## config.mk

```make
export PLATFORM = sky130hd
export DESIGN_NAME = typed_message_deframer_top_flat
export DESIGN_NICKNAME = d
export VERILOG_FILES = /design/src/hdl/tmd_pkg.sv /design/src/hdl/tmd_stream_if.sv /design/src/hdl/typed_message_deframer_top.sv /design/src/flat_wrapper.sv
export SDC_FILE = /design/constraint.sdc
export NUM_CORES = 1
export LEC_CHECK = 0
export ABC_AREA = 0
export BUFFER_PORTS_ARGS = -buffer_cell sky130_fd_sc_hd__buf_2
export CORE_MARGIN = 2
export CORE_UTILIZATION = 61
export CTS_CLUSTER_SIZE = 12
export DETAILED_ROUTE_END_ITERATION = 10
export GPL_TIMING_DRIVEN = 0
export HOLD_SLACK_MARGIN = 0.1
export PLACE_DENSITY_LB_ADDON = 0.25
export SKIP_LAST_GASP = 1
export SLEW_MARGIN = 0
export SYNTH_ARGS = -nofsm -noshare
export SYNTH_HDL_FRONTEND = slang
export SYNTH_SLANG_ARGS = --single-unit
```

## constraint.sdc

```tcl
create_clock -name clk_i -period 5.1 [get_ports clk_i]
set_input_delay 0.765 -clock clk_i [delete_from_list [all_inputs] [get_ports clk_i]]
set_output_delay 0.765 -clock clk_i [all_outputs]
set_load 0.02 [all_outputs]
```

## src/hdl/tmd_pkg.sv

```systemverilog
// Package for the typed message deframer: sizes, register indexes and beat types.
// Used by the stream interfaces and by the top level.
package tmd_pkg;

  localparam int unsigned MAX_PAYLOAD = 64;
  localparam int unsigned ADDR_W      = $clog2(MAX_PAYLOAD);
  localparam int unsigned CNT_W       = $clog2(MAX_PAYLOAD + 1);

  localparam int unsigned CFG_IDX_W  = 2;
  localparam int unsigned CFG_DATA_W = 64;

  localparam logic [CFG_IDX_W-1:0] CFG_CONSOLE_CODE = 2'd0;
  localparam logic [CFG_IDX_W-1:0] CFG_TYPE_COUNT   = 2'd1;
  localparam logic [CFG_IDX_W-1:0] CFG_LENGTH_TABLE = 2'd2;

  localparam logic [7:0] CHAR_CR = 8'h0D;
  localparam logic [7:0] CHAR_LF = 8'h0A;
  localparam logic [3:0] MAX_TYPE_COUNT = 4'd8;

  typedef struct packed {
    logic [7:0] rx_byte;
  } rx_beat_t;

  typedef struct packed {
    logic [7:0] msg_type;
    logic [7:0] data_byte;
    logic [5:0] byte_index;
    logic       last;
  } msg_beat_t;

endpackage

```

## src/hdl/tmd_stream_if.sv

```systemverilog
// Valid/ready stream interfaces for received bytes and delivered message beats.
// Depends on tmd_pkg for the beat types.
interface tmd_rx_if;
  import tmd_pkg::*;
  logic     valid;
  logic     ready;
  rx_beat_t payload;
  modport source (output valid, output payload, input ready);
  modport sink (input valid, input payload, output ready);
endinterface

interface tmd_msg_if;
  import tmd_pkg::*;
  logic      valid;
  logic      ready;
  msg_beat_t payload;
  modport source (output valid, output payload, input ready);
  modport sink (input valid, input payload, output ready);
endinterface

```

## src/hdl/typed_message_deframer_top.sv

```systemverilog
// Typed message deframer: rebuilds typed messages from received bytes and reads them
// out of a payload store. Depends on tmd_pkg and the interfaces in tmd_stream_if.sv.
// Received bytes are taken one per cycle while a message is being collected.
// The first beat of a completed message is issued in the emit state and read out
// through the store's registered read port; readout gives one beat per cycle while
// the output is not stalled, and input is held off until the last beat is issued.
// Reset clears control state and configuration, not the payload store or output beat.
module typed_message_deframer_top (
  input  logic                           clk_i,
  input  logic                           rst_ni,
  input  logic                           cfg_we_i,
  input  logic [tmd_pkg::CFG_IDX_W-1:0]  cfg_idx_i,
  input  logic [tmd_pkg::CFG_DATA_W-1:0] cfg_data_i,
  tmd_rx_if.sink                         rx_i,
  tmd_msg_if.source                      msg_o
);
  import tmd_pkg::*;

  localparam logic [1:0] ST_HEADER = 2'd0;
  localparam logic [1:0] ST_BODY   = 2'd1;
  localparam logic [1:0] ST_EMIT   = 2'd2;

  logic [7:0]  console_code_q;
  logic [3:0]  type_count_q;
  logic [63:0] length_table_q;

  logic [1:0]       state_q, state_d;
  logic [CNT_W-1:0] count_q, count_d;
  logic [7:0]       cur_type_q, cur_type_d;
  logic [7:0]       exp_len_q, exp_len_d;
  logic [CNT_W-1:0] rd_cnt_q, rd_cnt_d;
  logic [CNT_W-1:0] emit_len_q, emit_len_d;
  logic             out_valid_q;

  logic [7:0] mem_q [MAX_PAYLOAD];
  logic [7:0] rdata_q;
  logic [7:0] out_type_q;
  logic [5:0] out_idx_q;
  logic       out_last_q;

  logic       rx_fire;
  logic [7:0] ch;
  logic [3:0] tc;
  logic       wr_en;
  logic       full;
  logic       deliver;
  logic       is_term;
  logic       issue;
  logic       issue_last;

  assign ch      = rx_i.payload.rx_byte;
  assign rx_fire = rx_i.valid && rx_i.ready;
  assign rx_i.ready = (state_q != ST_EMIT);

  assign tc      = (type_count_q > MAX_TYPE_COUNT) ? MAX_TYPE_COUNT : type_count_q;
  assign full    = (count_q == CNT_W'(MAX_PAYLOAD));
  assign is_term = (ch == CHAR_CR) || (ch == CHAR_LF);
  assign wr_en   = rx_fire && (state_q == ST_BODY) && !full;

  assign issue      = (state_q == ST_EMIT) && (!out_valid_q || msg_o.ready);
  assign issue_last = (rd_cnt_q + 1'b1) == emit_len_q;

  // Table types deliver on the count after this byte's store; console on CR or LF.
  always_comb begin
    logic [CNT_W-1:0] cnt_after;
    cnt_after = full ? count_q : count_q + 1'b1;
    if (cur_type_q == console_code_q) begin
      deliver = is_term;
    end else begin
      deliver = !full && ({1'b0, exp_len_q} == 9'(cnt_after));
    end
  end

  always_comb begin
    state_d    = state_q;
    count_d    = count_q;
    cur_type_d = cur_type_q;
    exp_len_d  = exp_len_q;
    rd_cnt_d   = rd_cnt_q;
    emit_len_d = emit_len_q;
    case (state_q)
      ST_HEADER: begin
        if (rx_fire) begin
          if (ch == console_code_q) begin
            state_d    = ST_BODY;
            cur_type_d = ch;
            exp_len_d  = 8'd0;
            count_d    = '0;
          end else if ((ch != 8'd0) && (ch < {4'd0, tc})) begin
            state_d    = ST_BODY;
            cur_type_d = ch;
            exp_len_d  = length_table_q[{ch[2:0], 3'b000} +: 8];
            count_d    = '0;
          end
        end
      end
      ST_BODY: begin
        if (rx_fire) begin
          if (deliver) begin
            state_d    = ST_EMIT;
            emit_len_d = full ? count_q : count_q + 1'b1;
            rd_cnt_d   = '0;
            count_d    = '0;
          end else if (full) begin
            // A byte at a full buffer discards a message that did not complete.
            state_d = ST_HEADER;
            count_d = '0;
          end else begin
            count_d = count_q + 1'b1;
          end
        end
      end
      ST_EMIT: begin
        if (issue) begin
          rd_cnt_d = rd_cnt_q + 1'b1;
          if (issue_last) begin
            state_d = ST_HEADER;
          end
        end
      end
      default: begin
        state_d = ST_HEADER;
      end
    endcase
  end

  always_ff @(posedge clk_i or negedge rst_ni) begin
    if (!rst_ni) begin
      console_code_q <= 8'd0;
      type_count_q   <= 4'd1;
      length_table_q <= 64'd0;
    end else if (cfg_we_i) begin
      case (cfg_idx_i)
        CFG_CONSOLE_CODE: console_code_q <= cfg_data_i[7:0];
        CFG_TYPE_COUNT:   type_count_q   <= cfg_data_i[3:0];
        CFG_LENGTH_TABLE: length_table_q <= cfg_data_i[63:0];
        default: begin
        end
      endcase
    end
  end

  always_ff @(posedge clk_i or negedge rst_ni) begin
    if (!rst_ni) begin
      state_q     <= ST_HEADER;
      count_q     <= '0;
      cur_type_q  <= 8'd0;
      exp_len_q   <= 8'd0;
      rd_cnt_q    <= '0;
      emit_len_q  <= '0;
      out_valid_q <= 1'b0;
    end else begin
      state_q    <= state_d;
      count_q    <= count_d;
      cur_type_q <= cur_type_d;
      exp_len_q  <= exp_len_d;
      rd_cnt_q   <= rd_cnt_d;
      emit_len_q <= emit_len_d;
      if (issue) begin
        out_valid_q <= 1'b1;
      end else if (msg_o.ready) begin
        out_valid_q <= 1'b0;
      end
    end
  end

  // The store's read register doubles as the output beat register. The type is held
  // with it, as a new header may be taken while the last beat still waits.
  always_ff @(posedge clk_i) begin
    if (wr_en) begin
      mem_q[count_q[ADDR_W-1:0]] <= ch;
    end
    if (issue) begin
      rdata_q    <= mem_q[rd_cnt_q[ADDR_W-1:0]];
      out_type_q <= cur_type_q;
      out_idx_q  <= 6'(rd_cnt_q);
      out_last_q <= issue_last;
    end
  end

  assign msg_o.valid              = out_valid_q;
  assign msg_o.payload.msg_type   = out_type_q;
  assign msg_o.payload.data_byte  = rdata_q;
  assign msg_o.payload.byte_index = out_idx_q;
  assign msg_o.payload.last       = out_last_q;

endmodule
```

## src/flat_wrapper.sv

```systemverilog
// flat-port wrapper written by rule: the top's interface ports become plain ports
module typed_message_deframer_top_flat import tmd_pkg::*;
  (clk_i, rst_ni, cfg_we_i, cfg_idx_i, cfg_data_i, rx_i_valid, rx_i_payload, rx_i_ready, msg_o_valid, msg_o_payload, msg_o_ready);
  tmd_rx_if rx_i_i ();
  tmd_msg_if msg_o_i ();
  input  logic clk_i;
  input  logic rst_ni;
  input  logic cfg_we_i;
  input  logic [tmd_pkg::CFG_IDX_W-1:0] cfg_idx_i;
  input  logic [tmd_pkg::CFG_DATA_W-1:0] cfg_data_i;
  input wire logic [$bits(rx_i_i.valid)-1:0] rx_i_valid;
  input wire logic [$bits(rx_i_i.payload)-1:0] rx_i_payload;
  output wire logic [$bits(rx_i_i.ready)-1:0] rx_i_ready;
  output wire logic [$bits(msg_o_i.valid)-1:0] msg_o_valid;
  output wire logic [$bits(msg_o_i.payload)-1:0] msg_o_payload;
  input wire logic [$bits(msg_o_i.ready)-1:0] msg_o_ready;
  assign rx_i_i.valid = rx_i_valid;
  assign rx_i_i.payload = rx_i_payload;
  assign rx_i_ready = rx_i_i.ready;
  assign msg_o_valid = msg_o_i.valid;
  assign msg_o_payload = msg_o_i.payload;
  assign msg_o_i.ready = msg_o_ready;
  typed_message_deframer_top u_core (.clk_i(clk_i), .rst_ni(rst_ni), .cfg_we_i(cfg_we_i), .cfg_idx_i(cfg_idx_i), .cfg_data_i(cfg_data_i), .rx_i(rx_i_i), .msg_o(msg_o_i));
endmodule
```

Word level (Yosys, flattened, before mapping)
Memory sizes are Yosys's and may differ from the RTL's. A register that Yosys moved wholly into a read port is not among the register bits.
Cells that the tools add are included.
Cells by class
  add/subtract/negate cells: 2
  multiplexer cells: 31
  shift-type cells: 1
  equal/unequal tests: 19
  reduce and logical (&&, ||, !) cells: 25
  order comparisons: 2
Operators with widths (number)
  2-to-1 mux 7 bit: 10
  indexed part select 64 x 7 -> 8 bit: 1
  2-to-1 mux 8 bit: 4
  case mux 7 bit (2 select lines): 2
  equality test 8 x 4 -> 1 bit (second input constant): 2
  equality test 8 bit: 2
  2-to-1 mux 2 bit: 8
  adder 7 x 1 -> 7 bit (second input constant): 2
  inequality test 2 x 1 -> 1 bit (second input constant): 5
  equality test 8 x 7 -> 1 bit: 1
  less-than comparator 8 x 4 -> 1 bit: 1
  AND reduction 4 bit: 2
  nonzero test 2 bit: 4
  nonzero test 8 bit: 1
  equality test 7 bit: 1
  equality test 7 bit (second input constant): 1
  logical AND 1 bit: 6
  inequality test 3 x 1 -> 1 bit (second input constant): 2
  case mux 2 bit (3 select lines): 1
  AND reduction 2 bit: 3
  AND reduction 3 bit: 2
  AND reduction 6 bit: 1
  2-to-1 mux 1 bit: 5
  equality test 2 x 1 -> 1 bit (second input constant): 2
  other kinds (7): 11
Storage, ports and cells
  logic and storage cells: 94
  memory bits (writable): 512
  memories kept: 1
  register bits: 131
  input port bits: 79
Memories
  u_core.mem_q: depth 64, width 8, rd ports 1, clocked after memory_dff 1, write ports 1, RTL line typed_message_deframer_top.sv:35  | logic [7:0] mem_q [MAX_PAYLOAD];

Logic depth before layout (Yosys ltp)
  depth after elaboration: 8
  depth in mapped cells: 16
  mapped depth without buffers: 12

Least setup slack after synthesis
No wires, ideal clock.
  kind: reg-to-reg
  from: register u_core.count_q[4]
  to: register u_core.emit_len_q[1]
  path slack: 1.567 ns
  setup time: 0.127 ns
  data required time: 4.973 ns
  arrival: 3.405 ns
  clock period less this slack: 3.533 ns
  stages on the path, launching flop included: 15
  cell sequence: dfrtp_1 -> buf_6 -> or3_1 -> buf_4 -> or3_1 -> buf_2 -> ha_1 -> xnor2_1 -> nor3_1 -> nand3_2 -> or4_4 -> o21ai_4 -> and2_1 -> buf_6 -> mux2_1
On the way
  longest elaborated chain between the ends: 6
  elaborated cells on any way between the ends: 8
  those cells by class: add/sub: 1; eq/ne: 2; mux: 2; reduce/logical: 3
Ends and longest elaborated chain
  from (decl): RTL line typed_message_deframer_top.sv:28  | logic [CNT_W-1:0] count_q, count_d;
  from (signal assigned): RTL line typed_message_deframer_top.sv:154  | count_q <= count_d;
  adder 7 x 1 -> 7 bit or equality test 7 bit (tied branches): RTL line typed_message_deframer_top.sv:66, typed_message_deframer_top.sv:56
  2-to-1 mux 7 bit: RTL line typed_message_deframer_top.sv:66, typed_message_deframer_top.sv:101
  equality test 8 x 7 -> 1 bit: RTL line typed_message_deframer_top.sv:70  | deliver = !full && ({1'b0, exp_len_q} == 9'(cnt_after));
  logical AND 1 bit: RTL line typed_message_deframer_top.sv:70
  2-to-1 mux 1 bit: RTL line typed_message_deframer_top.sv:67  | if (cur_type_q == console_code_q) begin
  AND reduction 3 bit (no source line)
  to (signal assigned): RTL line typed_message_deframer_top.sv:158  | emit_len_q <= emit_len_d;
  to (decl): RTL line typed_message_deframer_top.sv:32  | logic [CNT_W-1:0] emit_len_q, emit_len_d;
Parallel ways exist; a longest one is shown, timed or not.
A chain may end at the register's enable or synchronous reset.

==> flow_metrics.env <==
export IMPL_synth_area_leader_cell="edfxtp_1"
export IMPL_cts_resized=0
export IMPL_path_clk_slew_ns=0.06
export IMPL_setup_viol=0
export IMPL_yosys_warnings=0
export IMPL_drc=0
export IMPL_pwr_share_comb_pct=19.1
export IMPL_syn_area_per_cell_um2=20.02
export IMPL_setup_worst_path_class="reg2reg"
export IMPL_netlist_area_leader_share_pct=61.32
export IMPL_met2_usage_pct=43.84
export IMPL_dp_hpwl_um=37320
export IMPL_holdWs_ns=0.4160
export IMPL_fmax_mhz=260.8
export IMPL_synth_xor_area_share_pct=1.203
export IMPL_cts_buffer_depth=3
export IMPL_synthAdderAreaFrac_pct=0.3343
export IMPL_required_ns=5.39
export IMPL_port_buffers=103
export IMPL_fin_ws_ns=1.266
export IMPL_peakVddDrop_v=0.0002950
export IMPL_worstPathCellList="clkbuf_1, clkbuf_1, buf_1, mux4_2, mux4_2, a22oi_1, nand2_1"
export IMPL_async_flop_share_pct=17.82
export IMPL_top_usage_layer="met2"
export IMPL_diodes=0
export IMPL_p_leak_nw=9.778
export IMPL_pwr_share_clk_pct=33.6
export IMPL_rsz0062_at_grt="false"
export IMPL_cts_buffers=66
export IMPL_synth_top_family_by_area="multiplexers"
export IMPL_syn2layout_area_growth_pct=12.03
export IMPL_syn_inst=1309
export IMPL_finalMaxSlewViolations=0
export IMPL_dr_pass1_iters=7
export IMPL_pin_count=104
export IMPL_grt_max_degree=94
export IMPL_cp_start_kind="flop"
export IMPL_fin_crit_sh_pct=75.17
export IMPL_critPathCaptureType="flop"
export IMPL_synth_fp_nets=1395
export IMPL_finalHoldViolations=0
export IMPL_die_h_um=211.2
export IMPL_synth_commonest_cells="edfxtp_1 (535), mux4_2 (176), dfrtp_1 (115), mux2_2 (84), nor2_1 (81)"
export IMPL_drive_gt1_share_pct=31.13
export IMPL_viasPerCell=6.612
export IMPL_rows=75
export IMPL_p_switching_mw=3.439
export IMPL_synthSimpleGateAreaFrac_pct=3.606
export IMPL_routedWlPerCell_um=28.73
export IMPL_synth_cell_area_um2=26200
export IMPL_critical_path_arrival_ns=4.12
export IMPL_ys_seq_elements=651
export IMPL_dieWidth_um=211.2
export IMPL_layout_nets=1569
export IMPL_slowest_delay_ns=0.85
export IMPL_die_area_um2=44620
export IMPL_yosysMostFrequentCell="edfxtp_1"
export IMPL_gp_congestion=0.8901
export IMPL_post_place_ws_ns=0.7904
export IMPL_antenna_found_initial=1
export IMPL_status="completed"
export IMPL_min_path_type="in2reg"
export IMPL_fin_setup_tns_ns=0
export IMPL_initial_core_util_pct=62.18
export IMPL_grt_pass1_wl_um=87910
export IMPL_fin_skew_ns=0.02422
export IMPL_rr_worst_depth=7
export IMPL_max_slew_worst_pin_slew_ns=1.364
export IMPL_totalWireLength_um=59030
export IMPL_grt_pass1_vias=13870
export IMPL_cts_tree="done"
export IMPL_cap_viol_max_count=0
export IMPL_cp_max_fo=10
export IMPL_insertion_delay_ns=0.59
export IMPL_internal_power_mw=9.733
export IMPL_synth_edf_count=535
export IMPL_period_needed_ns=3.834
export IMPL_root_buffer="clkbuf_16"
export IMPL_drtIter0Drc=1704
export IMPL_cp_slowest_cell="buf_1"
export IMPL_grt_overflow=0
export IMPL_core_area_um2=42130
export IMPL_worst_slew_margin_rel_pct=9.065
export IMPL_p_sw_share_pct=26.11
export IMPL_synth_area_leaders="edfxtp_1 (61%), mux4_2 (15%), dfrtp_1 (11%)"
export IMPL_synth_seq_area_share_pct=72.40
export IMPL_hold_depth=2
export IMPL_vias=13590
export IMPL_power_density_nw_per_um2=448.8
export IMPL_track_usage_pct=27.33
export IMPL_ctsHoldBuffers=1
export IMPL_ctsHtreeMaxLevel=3
export IMPL_globalRouteMet3Util_pct=4.609
export IMPL_synth_flop_cell="edfxtp_1"
export IMPL_synth_compound_area_share_pct=1.710
export IMPL_seq_power_share_pct=47.3
export IMPL_post_cts_setup_buffer_count=0
export IMPL_grt_util_met1_pct=39.33
export IMPL_ant_nets=0
export IMPL_clock_sinks=651
export IMPL_synth_cell_types=57
export IMPL_synth_area_mux_share_pct=19.34
-- layout make-up --
type / instances / area [um^2]
clock buffer: 92 / 1853
timing repair buffer: 106 / 579.3
buffer: 73 / 332.8
fill: 2514 / 12780
sequential: 651 / 18970
tap: 539 / 674.4
inverter: 10 / 37.54
multi-input combinational: 575 / 6862
clock inverter: 9 / 43.79
-- path summary, 6_finish.rpt --
kind                            slack (ns)                      startpoint                              endpoint
min in group asynchronous             0.60                          rst_ni        u_core.msg_o.valid$_DFFE_PN0P_
worst min-delay path                  0.42                   cfg_data_i[9]  u_core.length_table_q[9]$_DFFE_PN0P_
worst max-delay path                  1.27  u_core.rd_cnt_q[1]$_DFFE_PN0P_           u_core.rdata_q[0]$_DFFE_PP_
max in group asynchronous             3.75                          rst_ni        u_core.rd_cnt_q[3]$_DFFE_PN0P_
worst min register to register        0.46  u_core.rd_cnt_q[5]$_DFFE_PN0P_         u_core.out_idx_q[5]$_DFFE_PP_
worst max register to register        1.27  u_core.rd_cnt_q[1]$_DFFE_PN0P_           u_core.rdata_q[0]$_DFFE_PP_
-- metrics by stage --
stage	cells	cell area [um^2]	total power, mW	utilization (%)
global route	2055	29350	13.57	69.66
floorplan	1309	26200	7.987	-
CTS	2054	29330	13.21	69.62
detailed placement	1952	27430	8.814	65.09
global placement	1951	27390	8.746	65.01
finish	2055	29350	13.17	69.66
-- placed cells by master, fill, tap and decap left out, types with 5 or more instances in the layout --
cell	count
xor2_1	6
nor2b_1	5
and2_1	5
nand4_1	9
o31ai_1	10
a22oi_1	16
edfxtp_1	535
nand2b_1	5
mux2_2	84
nand3b_1	7
mux2_1	5
ha_1	7
clkbuf_1	52
nor3_1	5
nor2_1	81
clkinv_1	7
clkbuf_16	69
nand2_1	39
or3_1	5
dfrtp_1	115
buf_1	19
inv_1	10
o21ai_0	9
xnor2_1	30
mux4_2	176
nand3_1	16
buf_2	115
mux2i_1	10
-- critical path, delay by kind of cell, from the launching register on --
family	cells	cell delay, ns
muxes	2	0.95
buffers and inverters	3	1.69
and+or+nand+nor	1	0.16
DFF	1	0.50
AOI/OAI and AO/OA	1	0.22
-- routing by layer --
layer	share of wire [%]	vias up	wire length (um)
li1	-	5627	-
met1	40	7126	23410
met2	49	697	29050
met3	8.3	135	4911
met4	2.8	2	1655
met5	0.012	-	7
-- power by group through the flow --
stage | logic (mW) | registers [mW] | clock network, mW
6_report | 2.52 | 6.22 | 4.43
5_1_grt | 2.66 | 6.25 | 4.65
4_1_cts | 2.52 | 6.22 | 4.47
3_5_place_dp | 2.49 | 6.33 | 0
3_3_place_gp | 2.44 | 6.31 | 0
2_1_floorplan | 1.71 | 6.28 | 0
-- registers in the layout (all words and copies together) (netlist names) --
signal                 flops
u_core.rd_cnt_q            7
u_core.cur_type_q          8
u_core.mem_q             512
u_core.msg_o.valid         1
u_core.out_type_q          8
u_core.emit_len_q          7
u_core.type_count_q        4
u_core.console_code_q      8
u_core.out_last_q          1
u_core.count_q             7
u_core.length_table_q     64
u_core.state_q             2
u_core.exp_len_q           8
u_core.out_idx_q           6
u_core.rdata_q             8
-- logic make-up after synthesis --
group           count (synthesis)
flops                         651
mux                           275
simple gates                  196
buf+inv                        83
compound gates                 61
xor+xnor                       36
fa+ha+maj                       7
No activity file was read; power rests on OpenSTA's default activity.
